===== src/rtl/oversample_with_last_good_fallback_defines.svh =====
// Assertion helpers shared by the RTL of the oversampling block.
// Each helper expects signals named clk and rst in the module that uses it.
`ifndef OVERSAMPLE_WITH_LAST_GOOD_FALLBACK_DEFINES_SVH
`define OVERSAMPLE_WITH_LAST_GOOD_FALLBACK_DEFINES_SVH

// The condition holds at every clock edge outside reset.
`define OVSF_ALWAYS(label, cond, msg) \
  label: assert property (@(posedge clk) disable iff (rst) (cond)) else $error(msg);

// The consequent holds in the same cycle as the antecedent.
`define OVSF_IMPLIES(label, ante, cons, msg) \
  label: assert property (@(posedge clk) disable iff (rst) (ante) |-> (cons)) else $error(msg);

// The consequent holds in the cycle after the antecedent.
`define OVSF_NEXT(label, ante, cons, msg) \
  label: assert property (@(posedge clk) disable iff (rst) (ante) |=> (cons)) else $error(msg);

`endif


===== src/rtl/ovsf_pkg.sv =====
package ovsf_pkg;

  localparam int DEF_OVERSAMPLE_N  = 16;
  localparam int DEF_CHANNEL_SLOTS = 16;
  localparam int DEF_SAMPLE_BITS   = 12;

  localparam int FIELD_W   = 12;
  localparam int CHAN_W    = 4;
  localparam int MODE_W    = 2;
  localparam int CFG_IDX_W = 2;
  localparam int CFG_DATA_W = 4;

  localparam int OPQ_DEPTH  = 4;
  localparam int RESQ_DEPTH = 4;

  localparam logic [CFG_IDX_W-1:0] REG_PROBE_MODE = 2'd0;
  localparam logic [CFG_IDX_W-1:0] REG_A_CHANNEL  = 2'd1;
  localparam logic [CFG_IDX_W-1:0] REG_B_CHANNEL  = 2'd2;

  localparam logic [MODE_W-1:0] MODE_A = 2'd0;
  localparam logic [MODE_W-1:0] MODE_B = 2'd1;

  localparam logic [MODE_W-1:0] RST_PROBE_MODE = 2'd2;
  localparam logic [CHAN_W-1:0] RST_A_CHANNEL  = 4'd0;
  localparam logic [CHAN_W-1:0] RST_B_CHANNEL  = 4'd1;

  localparam logic CMD_START = 1'b0;
  localparam logic CMD_CONV  = 1'b1;

  typedef enum logic {
    OP_START  = 1'b0,
    OP_SAMPLE = 1'b1
  } op_kind_t;

  typedef struct packed {
    logic               command;
    logic [FIELD_W-1:0] sample;
    logic               sample_ok;
  } in_item_t;

  typedef struct packed {
    logic [FIELD_W-1:0] probe_a_avg;
    logic [FIELD_W-1:0] probe_b_avg;
    logic [FIELD_W-1:0] combined;
    logic               stalled;
  } out_item_t;

  typedef struct packed {
    logic [MODE_W-1:0] probe_mode;
    logic [CHAN_W-1:0] probe_a_channel;
    logic [CHAN_W-1:0] probe_b_channel;
  } cfg_t;

  typedef struct packed {
    op_kind_t           kind;
    logic               probe_b;
    logic               last;
    logic [CHAN_W-1:0]  slot;
    logic [FIELD_W-1:0] value;
    logic               ok;
  } op_t;

endpackage


===== src/rtl/oversample_with_last_good_fallback.sv =====
`include "oversample_with_last_good_fallback_defines.svh"

// Two-probe oversampling front end with last-good substitution.
// Input queue side: drive item and push; the beat is taken when full is low.
// A start command opens a run; then the block expects one settle conversion
// and OVERSAMPLE_N samples for probe A, then the same for probe B. Failed
// samples take the last good value of their channel slot.
// Result queue side: while empty is low the oldest result is on result, and
// pop takes it. One result follows the last probe B sample of each run.
// Configuration beats use cfg_valid, cfg_ready, cfg_index and cfg_data and
// should only be sent while the block is idle.
// Throughput is one beat per cycle while full is low; the back end updates
// the store and accumulates each sample op that it pops. A result passes from
// the back end through finish stages s1 and s2 into the result queue.
// When the receiver stops popping, up to four results wait; the back end
// then holds the final sample of the next run at the head of the op queue,
// and full rises once three more start or sample beats sit behind it.
// Reset clears all slots of the last-good store to zero, closes any run,
// empties both queues and loads the registers with their defaults.
module oversample_with_last_good_fallback #(
  parameter int OVERSAMPLE_N  = ovsf_pkg::DEF_OVERSAMPLE_N,
  parameter int CHANNEL_SLOTS = ovsf_pkg::DEF_CHANNEL_SLOTS,
  parameter int SAMPLE_BITS   = ovsf_pkg::DEF_SAMPLE_BITS
) (
  input  logic                            clk,
  input  logic                            rst,
  input  logic                            push,
  input  ovsf_pkg::in_item_t               item,
  output logic                            full,
  input  logic                            pop,
  output ovsf_pkg::out_item_t              result,
  output logic                            empty,
  input  logic                            cfg_valid,
  output logic                            cfg_ready,
  input  logic [ovsf_pkg::CFG_IDX_W-1:0]  cfg_index,
  input  logic [ovsf_pkg::CFG_DATA_W-1:0] cfg_data
);
  import ovsf_pkg::*;

  localparam int SUM_W  = SAMPLE_BITS + $clog2(OVERSAMPLE_N + 1);
  localparam int OP_W   = $bits(op_t);
  localparam int RES_W  = $bits(out_item_t);

  cfg_t             cfg;
  op_t              op_in;
  op_t              op_out;
  logic [OP_W-1:0]  op_rdata;
  logic             op_push;
  logic             op_full;
  logic             op_empty;
  logic             op_pop;
  logic             issue;
  logic [SUM_W-1:0] sum_a;
  logic [SUM_W-1:0] sum_b;
  logic             stalled;
  logic             res_push;
  out_item_t        res;
  logic [RES_W-1:0] res_rdata;
  logic             res_pop;
  logic             res_full;

  assign cfg_ready = 1'b1;

  always_ff @(posedge clk) begin
    if (rst) begin
      cfg.probe_mode      <= RST_PROBE_MODE;
      cfg.probe_a_channel <= RST_A_CHANNEL;
      cfg.probe_b_channel <= RST_B_CHANNEL;
    end else if (cfg_valid) begin
      unique case (cfg_index)
        REG_PROBE_MODE: cfg.probe_mode      <= cfg_data[MODE_W-1:0];
        REG_A_CHANNEL:  cfg.probe_a_channel <= cfg_data;
        REG_B_CHANNEL:  cfg.probe_b_channel <= cfg_data;
        default: ;
      endcase
    end
  end

  ovsf_front #(
    .OVERSAMPLE_N  (OVERSAMPLE_N),
    .CHANNEL_SLOTS (CHANNEL_SLOTS),
    .SAMPLE_BITS   (SAMPLE_BITS)
  ) u_front (
    .clk     (clk),
    .rst     (rst),
    .cfg     (cfg),
    .push    (push),
    .item    (item),
    .full    (full),
    .op_push (op_push),
    .op      (op_in),
    .op_full (op_full)
  );

  ovsf_fifo #(
    .WIDTH (OP_W),
    .DEPTH (OPQ_DEPTH)
  ) u_opq (
    .clk   (clk),
    .rst   (rst),
    .push  (op_push),
    .wdata (op_in),
    .full  (op_full),
    .pop   (op_pop),
    .rdata (op_rdata),
    .empty (op_empty)
  );

  assign op_out = op_t'(op_rdata);

  ovsf_back #(
    .OVERSAMPLE_N  (OVERSAMPLE_N),
    .CHANNEL_SLOTS (CHANNEL_SLOTS),
    .SAMPLE_BITS   (SAMPLE_BITS),
    .SUM_W         (SUM_W)
  ) u_back (
    .clk      (clk),
    .rst      (rst),
    .op       (op_out),
    .op_valid (!op_empty),
    .op_pop   (op_pop),
    .res_pop  (res_pop),
    .issue    (issue),
    .sum_a    (sum_a),
    .sum_b    (sum_b),
    .stalled  (stalled)
  );

  ovsf_finish #(
    .OVERSAMPLE_N (OVERSAMPLE_N),
    .SUM_W        (SUM_W)
  ) u_finish (
    .clk      (clk),
    .rst      (rst),
    .cfg      (cfg),
    .issue    (issue),
    .sum_a    (sum_a),
    .sum_b    (sum_b),
    .stalled  (stalled),
    .res_push (res_push),
    .res      (res)
  );

  assign res_pop = pop && !empty;

  ovsf_fifo #(
    .WIDTH (RES_W),
    .DEPTH (RESQ_DEPTH)
  ) u_resq (
    .clk   (clk),
    .rst   (rst),
    .push  (res_push),
    .wdata (res),
    .full  (res_full),
    .pop   (pop),
    .rdata (res_rdata),
    .empty (empty)
  );

  assign result = out_item_t'(res_rdata);

  `OVSF_ALWAYS(a_cfg_ready, cfg_ready, "configuration channel not ready")
  `OVSF_IMPLIES(a_op_room, op_push, !op_full, "op pushed into a full queue")
  `OVSF_IMPLIES(a_res_room, res_push, !res_full, "result pushed into a full queue")

endmodule


===== src/rtl/ovsf_fifo.sv =====
module ovsf_fifo #(
  parameter int WIDTH = 8,
  parameter int DEPTH = 4
) (
  input  logic             clk,
  input  logic             rst,
  input  logic             push,
  input  logic [WIDTH-1:0] wdata,
  output logic             full,
  input  logic             pop,
  output logic [WIDTH-1:0] rdata,
  output logic             empty
);

  localparam int PTR_W = $clog2(DEPTH);
  localparam int CNT_W = $clog2(DEPTH + 1);
  localparam logic [PTR_W-1:0] LAST_PTR = PTR_W'(DEPTH - 1);
  localparam logic [CNT_W-1:0] FULL_CNT = CNT_W'(DEPTH);

  logic [WIDTH-1:0] mem [DEPTH];
  logic [PTR_W-1:0] wr_ptr;
  logic [PTR_W-1:0] rd_ptr;
  logic [CNT_W-1:0] count;
  logic             do_push;
  logic             do_pop;

  assign full    = (count == FULL_CNT);
  assign empty   = (count == '0);
  assign do_push = push && !full;
  assign do_pop  = pop && !empty;
  assign rdata   = mem[rd_ptr];

  always_ff @(posedge clk) begin
    if (do_push) begin
      mem[wr_ptr] <= wdata;
    end
  end

  always_ff @(posedge clk) begin
    if (rst) begin
      wr_ptr <= '0;
      rd_ptr <= '0;
      count  <= '0;
    end else begin
      if (do_push) begin
        wr_ptr <= (wr_ptr == LAST_PTR) ? '0 : wr_ptr + 1'b1;
      end
      if (do_pop) begin
        rd_ptr <= (rd_ptr == LAST_PTR) ? '0 : rd_ptr + 1'b1;
      end
      if (do_push && !do_pop) begin
        count <= count + 1'b1;
      end else if (do_pop && !do_push) begin
        count <= count - 1'b1;
      end
    end
  end

endmodule


===== src/rtl/ovsf_front.sv =====
module ovsf_front #(
  parameter int OVERSAMPLE_N  = 16,
  parameter int CHANNEL_SLOTS = 16,
  parameter int SAMPLE_BITS   = 12
) (
  input  logic              clk,
  input  logic              rst,
  input  ovsf_pkg::cfg_t     cfg,
  input  logic              push,
  input  ovsf_pkg::in_item_t item,
  output logic              full,
  output logic              op_push,
  output ovsf_pkg::op_t      op,
  input  logic              op_full
);
  import ovsf_pkg::*;

  localparam int PHASE_W = $clog2(2 * OVERSAMPLE_N + 2);
  localparam int SLOT_W  = $clog2(CHANNEL_SLOTS);
  localparam logic [PHASE_W-1:0] A_LAST   = PHASE_W'(OVERSAMPLE_N);
  localparam logic [PHASE_W-1:0] B_SETTLE = PHASE_W'(OVERSAMPLE_N + 1);
  localparam logic [PHASE_W-1:0] B_LAST   = PHASE_W'(2 * OVERSAMPLE_N + 1);

  logic               run_open;
  logic [PHASE_W-1:0] phase;
  logic               accept;
  logic               is_start;
  logic               is_a;
  logic               is_b;
  logic [CHAN_W-1:0]  chan;
  logic [SLOT_W-1:0]  slot_lut [16];

  for (genvar i = 0; i < 16; i++) begin : g_slot
    assign slot_lut[i] = SLOT_W'(i % CHANNEL_SLOTS);
  end

  assign full     = op_full;
  assign accept   = push && !op_full;
  assign is_start = (item.command == CMD_START);
  assign is_a     = run_open && (phase != '0) && (phase <= A_LAST);
  assign is_b     = run_open && (phase > B_SETTLE);
  assign chan     = is_b ? cfg.probe_b_channel : cfg.probe_a_channel;
  assign op_push  = accept && (is_start || is_a || is_b);

  always_comb begin
    op.kind    = is_start ? OP_START : OP_SAMPLE;
    op.probe_b = is_b;
    op.last    = (phase == A_LAST) || (phase == B_LAST);
    op.slot    = CHAN_W'(slot_lut[chan]);
    op.value   = FIELD_W'(SAMPLE_BITS'(item.sample));
    op.ok      = item.sample_ok;
  end

  always_ff @(posedge clk) begin
    if (rst) begin
      run_open <= 1'b0;
      phase    <= '0;
    end else if (accept) begin
      if (is_start) begin
        run_open <= 1'b1;
        phase    <= '0;
      end else if (run_open) begin
        if (phase == B_LAST) begin
          run_open <= 1'b0;
          phase    <= '0;
        end else begin
          phase <= phase + 1'b1;
        end
      end
    end
  end

endmodule


===== src/rtl/ovsf_back.sv =====
`include "oversample_with_last_good_fallback_defines.svh"

module ovsf_back #(
  parameter int OVERSAMPLE_N  = 16,
  parameter int CHANNEL_SLOTS = 16,
  parameter int SAMPLE_BITS   = 12,
  parameter int SUM_W         = 17
) (
  input  logic             clk,
  input  logic             rst,
  input  ovsf_pkg::op_t     op,
  input  logic             op_valid,
  output logic             op_pop,
  input  logic             res_pop,
  output logic             issue,
  output logic [SUM_W-1:0] sum_a,
  output logic [SUM_W-1:0] sum_b,
  output logic             stalled
);
  import ovsf_pkg::*;

  localparam int SLOT_W = $clog2(CHANNEL_SLOTS);
  localparam int FAIL_W = $clog2(2 * OVERSAMPLE_N + 1);
  localparam int CRED_W = $clog2(RESQ_DEPTH + 1);
  localparam logic [CRED_W-1:0] MAX_CRED = CRED_W'(RESQ_DEPTH);
  localparam logic [FAIL_W-1:0] FAIL_LIMIT = FAIL_W'(OVERSAMPLE_N);

  logic [SAMPLE_BITS-1:0] store [CHANNEL_SLOTS];
  logic [SUM_W-1:0]       sum;
  logic [FAIL_W-1:0]      fail_cnt;
  logic [CRED_W-1:0]      credits;

  logic [SLOT_W-1:0]      slot;
  logic [SAMPLE_BITS-1:0] smp;
  logic [SUM_W-1:0]       sum_next;
  logic [FAIL_W-1:0]      fail_next;
  logic                   is_sample;
  logic                   is_final;

  assign slot      = op.slot[SLOT_W-1:0];
  assign smp       = op.ok ? SAMPLE_BITS'(op.value) : store[slot];
  assign sum_next  = sum + SUM_W'(smp);
  assign fail_next = fail_cnt + FAIL_W'(!op.ok);
  assign is_sample = (op.kind == OP_SAMPLE);
  assign is_final  = is_sample && op.probe_b && op.last;
  assign op_pop    = op_valid && (!is_final || (credits != MAX_CRED));
  assign issue     = op_pop && is_final;
  assign sum_b     = sum_next;
  assign stalled   = (fail_next >= FAIL_LIMIT);

  always_ff @(posedge clk) begin
    if (rst) begin
      for (int i = 0; i < CHANNEL_SLOTS; i++) begin
        store[i] <= '0;
      end
      sum      <= '0;
      sum_a    <= '0;
      fail_cnt <= '0;
    end else if (op_pop) begin
      if (!is_sample) begin
        sum      <= '0;
        sum_a    <= '0;
        fail_cnt <= '0;
      end else begin
        fail_cnt <= fail_next;
        if (op.ok) begin
          store[slot] <= SAMPLE_BITS'(op.value);
        end
        if (op.last) begin
          sum <= '0;
          if (!op.probe_b) begin
            sum_a <= sum_next;
          end
        end else begin
          sum <= sum_next;
        end
      end
    end
  end

  always_ff @(posedge clk) begin
    if (rst) begin
      credits <= '0;
    end else if (issue && !res_pop) begin
      credits <= credits + 1'b1;
    end else if (res_pop && !issue) begin
      credits <= credits - 1'b1;
    end
  end

  `OVSF_ALWAYS(a_credit_bound, credits <= MAX_CRED, "result credits exceed queue depth")
  `OVSF_IMPLIES(a_pop_valid, op_pop, op_valid, "op taken from an empty queue")
  `OVSF_IMPLIES(a_issue_room, issue, credits < MAX_CRED, "result issued without queue room")
  `OVSF_NEXT(a_start_clears, op_pop && !is_sample, sum == '0 && fail_cnt == '0, "start left stale sums")

endmodule


===== src/rtl/ovsf_finish.sv =====
module ovsf_finish #(
  parameter int OVERSAMPLE_N = 16,
  parameter int SUM_W        = 17
) (
  input  logic               clk,
  input  logic               rst,
  input  ovsf_pkg::cfg_t      cfg,
  input  logic               issue,
  input  logic [SUM_W-1:0]   sum_a,
  input  logic [SUM_W-1:0]   sum_b,
  input  logic               stalled,
  output logic               res_push,
  output ovsf_pkg::out_item_t res
);
  import ovsf_pkg::*;

  localparam int K      = SUM_W;
  localparam int RECIP_W = K + 1;
  localparam int PROD_W = SUM_W + RECIP_W;
  localparam logic [RECIP_W-1:0] RECIP   = RECIP_W'((64'd1 << K) / OVERSAMPLE_N);
  localparam logic [SUM_W-1:0]   DIVISOR = SUM_W'(OVERSAMPLE_N);

  logic               s1_valid;
  logic [SUM_W-1:0]   s1_xa;
  logic [SUM_W-1:0]   s1_xb;
  logic [SUM_W-1:0]   s1_qa;
  logic [SUM_W-1:0]   s1_qb;
  logic               s1_stalled;
  logic               s2_valid;
  logic [SUM_W-1:0]   s2_qa;
  logic [SUM_W-1:0]   s2_qb;
  logic               s2_stalled;

  logic [PROD_W-1:0]  prod_a;
  logic [PROD_W-1:0]  prod_b;
  logic [SUM_W-1:0]   rem_a;
  logic [SUM_W-1:0]   rem_b;
  logic [FIELD_W-1:0] avg_a;
  logic [FIELD_W-1:0] avg_b;
  logic [FIELD_W:0]   pair;

  assign prod_a = PROD_W'(sum_a) * PROD_W'(RECIP);
  assign prod_b = PROD_W'(sum_b) * PROD_W'(RECIP);

  assign rem_a = s1_xa - SUM_W'(s1_qa * DIVISOR);
  assign rem_b = s1_xb - SUM_W'(s1_qb * DIVISOR);

  always_ff @(posedge clk) begin
    s1_xa      <= sum_a;
    s1_xb      <= sum_b;
    s1_qa      <= prod_a[K +: SUM_W];
    s1_qb      <= prod_b[K +: SUM_W];
    s1_stalled <= stalled;
    s2_qa      <= s1_qa + SUM_W'(rem_a >= DIVISOR);
    s2_qb      <= s1_qb + SUM_W'(rem_b >= DIVISOR);
    s2_stalled <= s1_stalled;
  end

  always_ff @(posedge clk) begin
    if (rst) begin
      s1_valid <= 1'b0;
      s2_valid <= 1'b0;
    end else begin
      s1_valid <= issue;
      s2_valid <= s1_valid;
    end
  end

  assign avg_a    = FIELD_W'(s2_qa);
  assign avg_b    = FIELD_W'(s2_qb);
  assign pair     = {1'b0, avg_a} + {1'b0, avg_b};
  assign res_push = s2_valid;

  always_comb begin
    res.probe_a_avg = avg_a;
    res.probe_b_avg = avg_b;
    res.stalled     = s2_stalled;
    case (cfg.probe_mode)
      MODE_A:  res.combined = avg_a;
      MODE_B:  res.combined = avg_b;
      default: res.combined = pair[FIELD_W:1];
    endcase
  end

endmodule


===== config.mk =====
export PLATFORM = sky130hd
export DESIGN_NAME = oversample_with_last_good_fallback
export DESIGN_NICKNAME = d
export VERILOG_FILES = /design/src/rtl/ovsf_pkg.sv /design/src/rtl/oversample_with_last_good_fallback.sv /design/src/rtl/ovsf_fifo.sv /design/src/rtl/ovsf_front.sv /design/src/rtl/ovsf_back.sv /design/src/rtl/ovsf_finish.sv
export VERILOG_INCLUDE_DIRS = /design/src /design/src/rtl
export SDC_FILE = /design/constraint.sdc
export NUM_CORES = 1
export LEC_CHECK = 0
export BUFFER_PORTS_ARGS = -buffer_cell sky130_fd_sc_hd__clkbuf_2
export CAP_MARGIN = 15
export CORE_UTILIZATION = 62
export DETAILED_ROUTE_END_ITERATION = 6
export GPL_ROUTABILITY_DRIVEN = 1
export PLACE_DENSITY = 0.8
export SLEW_MARGIN = 20
export SYNTH_ARGS = -nofsm -noshare
export SYNTH_HDL_FRONTEND = slang
export SYNTH_SLANG_ARGS = --single-unit

===== constraint.sdc =====
create_clock -name clk -period 5.7 [get_ports clk]
set_input_delay 0.285 -clock clk [delete_from_list [all_inputs] [get_ports clk]]
set_output_delay 0.285 -clock clk [all_outputs]
set_load 0.01 [all_outputs]

-- Word level (Yosys, flattened, before mapping)
Memories as Yosys holds them, arrays and structs flattened. A register that Yosys moved wholly into a read port is not among the register bits.
Index checks and enable logic that the tools add are counted.
- multipliers: 0
- $lt $le $gt $ge: 6
- multiplexer cells: 46
- bitwise logic cells: 2
- equality and inequality tests: 15
- add/subtract/negate cells: 18
- reduce and logical (&&, ||, !) cells: 48
- shift-type cells: 0
- div/mod/pow operators: 0
- operators by type and width (kind ; number):
    17-bit 2-to-1 mux ; 5
    17-bit by 5-bit greater-or-equal comparator with 1-bit output (second input constant) ; 2
    17-bit subtractor ; 2
    12-bit by 1-bit adder with 12-bit output ; 2
    12-bit 2-to-1 mux ; 2
    6-bit 2-to-1 mux ; 4
    12-bit one-hot mux with 2 select lines ; 1
    1-bit logical AND ; 19
    3-bit 2-to-1 mux ; 6
    17-bit by 12-bit adder with 17-bit output ; 1
    1-bit 2-to-1 mux ; 16
    2-bit 2-to-1 mux ; 8
    4-bit 2-to-1 mux ; 4
    12-bit by 12-bit adder with 13-bit output ; 1
    12-bit OR reduction ; 1
    1-bit zero test ; 11
    2-bit == test (second input constant) ; 5
    3-bit by 1-bit adder with 3-bit output (second input constant) ; 3
    3-bit by 1-bit subtractor with 3-bit output (second input constant) ; 3
    2-bit by 1-bit adder with 2-bit output (second input constant) ; 4
    2-bit AND reduction ; 4
    6-bit by 1-bit adder with 6-bit output ; 1
    6-bit by 1-bit adder with 6-bit output (second input constant) ; 1
    3-bit == test (second input constant) ; 2
    18 further kinds ; 27
- word-level logic and storage cells: 164
- output and inout bits: 40
- bits in latches: 0
- memories: 4
- bits in registers: 162
- ROM bits: 64
- input port bits: 25
- RAM bits: 420
- memories (name ; depth ; bits a word ; read ports ; clocked after Yosys merged registers in ; wr ports ; RTL line ; text):
    u_back.store ; 16 ; 12 ; 1 ; 0 ; 16 ; ovsf_back.sv:28 ; logic [SAMPLE_BITS-1:0] store [CHANNEL_SLOTS];
    u_resq.mem ; 4 ; 37 ; 1 ; 1 ; 1 ; ovsf_fifo.sv:20 ; logic [WIDTH-1:0] mem [DEPTH];
    u_opq.mem ; 4 ; 20 ; 1 ; 1 ; 1 ; ovsf_fifo.sv:20 ;
    (no name shown) ; 16 ; 4 ; 1 ; 0 ; 0 ; ovsf_front.sv:49 ; op.slot = CHAN_W'(slot_lut[chan]);

-- Depth between registers and ports, before layout
- depth after elaboration: 11
- gate-level depth with buffers: 19

-- Modules after synthesis
From an unflattened synthesis, not the netlist that was laid out.
- cell total of the unflattened synthesis: 1518
- area total of the unflattened synthesis: 23431.2 sq um
- by module, submodules not included (module ; sequential area each (sq um) ; instances ; cells an instance ; area an instance (sq um)):
    ovsf_back ; 6626.4 ; 1 ; 821 ; 11189.5
    ovsf_fifo (u_resq) ; 4624.4 ; 1 ; 243 ; 5841.9
    ovsf_fifo (u_opq) ; 2582.5 ; 1 ; 154 ; 3365.7
    ovsf_finish ; 1041.0 ; 1 ; 167 ; 1893.1
    ovsf_front ; 140.1 ; 1 ; 87 ; 674.4
    oversample_with_last_good_fallback ; 200.2 ; 1 ; 46 ; 466.7

-- Worst setup path before layout
No wires, ideal clock.
- path kind: reg2reg
- from: reg (tool-made name)
- to: reg u_back.sum_a[15]
- slack: 1.436 ns
- cell stages (with the launch flop): 19
- required time: 5.640 ns
- data arrival time: 4.205 ns
- period minus slack after synthesis: 4.264 ns
- buffers on the path: 6
- cells stage by stage: dfxtp_1 -> buf_6 -> buf_4 -> mux4_2 -> buf_4 -> buf_4 -> buf_2 -> nor2_1 -> a211oi_1 -> a211oi_1 -> o211ai_1 -> ha_1 -> clkbuf_1 -> a21o_1 -> a21o_1 -> a31o_2 -> a221oi_1 -> mux2_2 -> nand2_1
- RTL lines (what ; RTL line ; text):
    end signal: assignment ; ovsf_back.sv:72 ; sum_a <= sum_next;
    end: declaration ; ovsf_back.sv:16 ; output logic [SUM_W-1:0] sum_a,

==> flow_summary.json <==
{
  "status": "complete, but fails checks",
  "violations": "DRC",
  "synthArstFlopShare_pct": 0,
  "fp.dieArea_mm2": 0.03714,
  "yosys_warnings": 0,
  "final.period_utilization_pct": 89.19,
  "first_iter_violations": 1235,
  "hp-class": "input pin to register",
  "cts-htree-levels": 2,
  "clock_skew_ps": 21.61,
  "grt_pass1_vias": 13100,
  "crit_arrival_ps": 5610,
  "yosysSeqAreaShare_pct": 66.93,
  "maxCapViolations": 0,
  "finalNetCount": 1719,
  "grt_pass1_wl_mm": 72.77,
  "crit_fanout": 59,
  "worst_slew_pin_slew_ps": 1120,
  "antenna_found_initial": 0,
  "dr_wl_met2_mm": 23.44,
  "drtPass1Iterations": 7,
  "synthMuxAreaShare_pct": 11.76,
  "crit_type": "register to register",
  "synth-adder-area-share_pct": 2.718,
  "drive_gt1_share_pct": 17.14,
  "synth_edf_count": 420,
  "insertion_delay_ps": 590,
  "dpl.hpwl_mm": 29.36,
  "end_kind": "register",
  "ant_nets": 0,
  "viasPerCell": 6.183,
  "syn_avg_cell_area_um2": 14.35,
  "gp_congestion": 0.8963,
  "grt_max_degree": 60,
  "cts_tree": "built",
  "die_w_um": 192.7,
  "area_growth_pct": 11.27,
  "top_layer_used": "met4",
  "num_rows": 69,
  "antennaDiodeCount": 0,
  "tns_ps": 0,
  "yosys_most_used_dff": "edfxtp_1",
  "wirelength_mm": 47.02,
  "r2r_cells": 15,
  "drcViolationCount": 17,
  "whs_ps": 100.3,
  "clock-sinks": 544,
  "grt_usage_pct": 26.00,
  "drv_slew": 0,
  "rsz0062_at_grt": "no",
  "die_height_um": 192.7,
  "period_minus_slack_ps": 5084,
  "finalHoldViolCount": 0,
  "wl_met3_mm": 3.338,
  "met1_length_mm": 18.76,
  "synth_compound_area_share_pct": 5.636,
  "cts_root_buffer": "clkbuf_16",
  "wire_per_inst_um": 21.84,
  "synthSimpleGateAreaFrac_pct": 9.398,
  "r2r_end": "u_back.sum_a[15]",
  "cellPowerDensity_mw_per_mm2": 447.9,
  "netlist_area_mm2": 0.02255,
  "io-pin-count": 65,
  "peakVddDrop_mv": 0.3098,
  "setup_viol": 0,
  "synth-xor-area-share_pct": 1.281,
  "port_buffers": 63,
  "max_freq_ghz": 0.1967,
  "synthCells": 1572,
  "clockBufferDepth": 3,
  "cp-start-kind": "register",
  "cp-endpoint": "u_back.sum_a[15]",
  "clk_pin_slew_ps": 60,
  "vias": 13310,
  "synth_nets": 1643,
  "grt_overflow": 0,
  "r2r_slack_ps": 620,
  "power.leakage_nw": 9.166,
  "initial_core_util_pct": 63.26,
  "synth_top_family_by_area": "multiplexers",
  "synth-seq-cells": 544,
  "timing.slew.headroom_pct": 25.32,
  "numCtsBuffers": 52,
  "core_area_mm2": 0.03566,
  "cp.required_ps": 6220,
  "synth_cell_types": 67
}
## worst min-delay path by stage
stage                             from                 to  slack [ps]  cells past startpoint
finish                    cfg_index[0]             cfg[8]         100                      4
global route              cfg_index[0]             cfg[8]         110                      4
CTS                       cfg_index[0]             cfg[8]          90                      4
detailed placement  u_finish.s1_xb[10]  u_finish.s2_qb[6]         310                      0
global placement     u_finish.s1_xa[8]  u_finish.s2_qa[4]         310                      0
floorplan            u_finish.s1_xa[4]  u_finish.s2_qa[0]         310                      0
## cells in the final DEF, fill, tap and decap left out, types with 25 or more instances in the layout
cell and n:
a21oi_1 28, mux4_2 68, ha_1 41, mux2_2 37
clkbuf_2 63, nor2_1 282, edfxtp_1 420, a211oi_1 40
dfxtp_1 123, buf_4 29, inv_1 25, mux2i_1 68
clkbuf_16 53, nand2_1 79
## Yosys cell counts, drive strengths merged, types with 2 or more instances
cell,number,area (µm²)
nor2b,8,50.05
dfxtp,124,2482
and4,3,26.28
o31a,2,17.52
a211o,3,26.28
nor3,13,81.33
nand4,9,56.30
inv,25,93.84
a221oi,3,26.28
edfxtp,420,12610
fa,5,100.1
nand3b,9,67.56
mux2i,68,680.7
a31oi,5,31.28
nor3b,5,37.54
o21a,3,22.52
a22o,24,210.2
nand2b,23,143.9
a21boi,2,15.02
clkbuf,49,187.7
buf,40,230.2
o31ai,2,15.01
xnor2,17,148.9
o21ai,32,160.2
mux2,37,416.7
xor2,16,140.1
a31o,3,26.28
nand2,82,315.3
ha,41,513.0
nand3,12,65.06
mux4,69,1554
nor2,283,1065
or3,5,31.28
a211oi,40,300.3
a21o,12,90.09
a21oi,28,140.1
o211ai,12,90.09
a22oi,3,22.52
and3,7,43.79
or4,2,15.01
and2,9,56.30
or2,4,27.53
## cell type report
class,instances,area (µm²)
Sequential cell,544,15100
Inverter,25,93.84
Clock inverter,25,180.2
Multi-Input combinational cell,914,6950
Clock buffer,73,1465
Timing Repair Buffer,111,733.2
Tap cell,461,576.8
Fill cell,2247,10560
## state kept, by name, indices dropped and copies added, names as in the netlist, named ones only
name,flops
u_back.store,192
u_resq.mem,148
u_opq.mem,80
u_back.sum,16
u_back.sum_a,12
u_finish.s1_xa,12
u_finish.s1_xb,12
u_finish.s2_qa,12
u_finish.s2_qb,12
cfg,10
u_back.fail_cnt,6
u_front.phase,6
u_back.credits,3
u_opq.count,3
u_resq.count,3
u_opq.rd_ptr,2
u_opq.wr_ptr,2
u_resq.rd_ptr,2
u_resq.wr_ptr,2
u_finish.res_push,1
u_finish.s1_stalled,1
u_finish.s1_valid,1
u_finish.s2_stalled,1
u_front.run_open,1
## report_power, final
| part | internal, mW | leakage [nW] | switching, mW | total [mW] |
|---|---|---|---|---|
| logic | 1.17 | 3.35 | 1.94 | 3.10 |
| clock network | 1.85 | 0.807 | 1.44 | 3.28 |
| registers | 4.64 | 5.01 | 0.209 | 4.85 |
| total | 7.66 | 9.17 | 3.58 | 11.2 |
## per-layer routing
layer	track usage [%]	vias up
li1	-	6001
met1	34.18	6623
met2	43.41	574
met3	4.637	114
met4	9.540	0
met5	0	-
## kinds of logic after synthesis
logic type	Yosys count
buf+inv	114
compound gates	183
mux	174
fa+ha+maj	46
other cells	1
simple gates	477
xor+xnor	33
flops	544
## stage by stage
stage | power [mW] | instance area [µm²] | setup WS (ps) | instances | utilization [%]
final | 11.24 | 25100 | 616.2 | 2153 | 70.38
after global routing | 11.70 | 25100 | 334.4 | 2153 | 70.38
after CTS | 11.25 | 25100 | 659.4 | 2153 | 70.38
after detailed placement | 7.975 | 23270 | 760.5 | 2037 | 65.26
after global placement | 7.886 | 23270 | 803.8 | 2037 | 65.26
after floorplan | 7.048 | 22550 | 1436 | 1572 | -
## timing repair
item                      CTS  global route
buffers inserted            0             0
resized for setup           0             0
hold buffers               18             0
hold endpoints to repair   62             0
## worst max-delay path, cell delays in order (launching register included)
cell      delay, ps
dfxtp_1         590
buf_4           380
mux4_2          580
buf_12          220
mux2_2          340
nor2_1           90
a211oi_1         80
a211oi_1        470
o211ai_1        210
ha_1            280
a21o_1          190
a21oi_1         130
nand2_1         150
a221oi_1        780
mux2_2          410
nand2_1          50
Note: power is estimated with default switching activity, not from simulation.
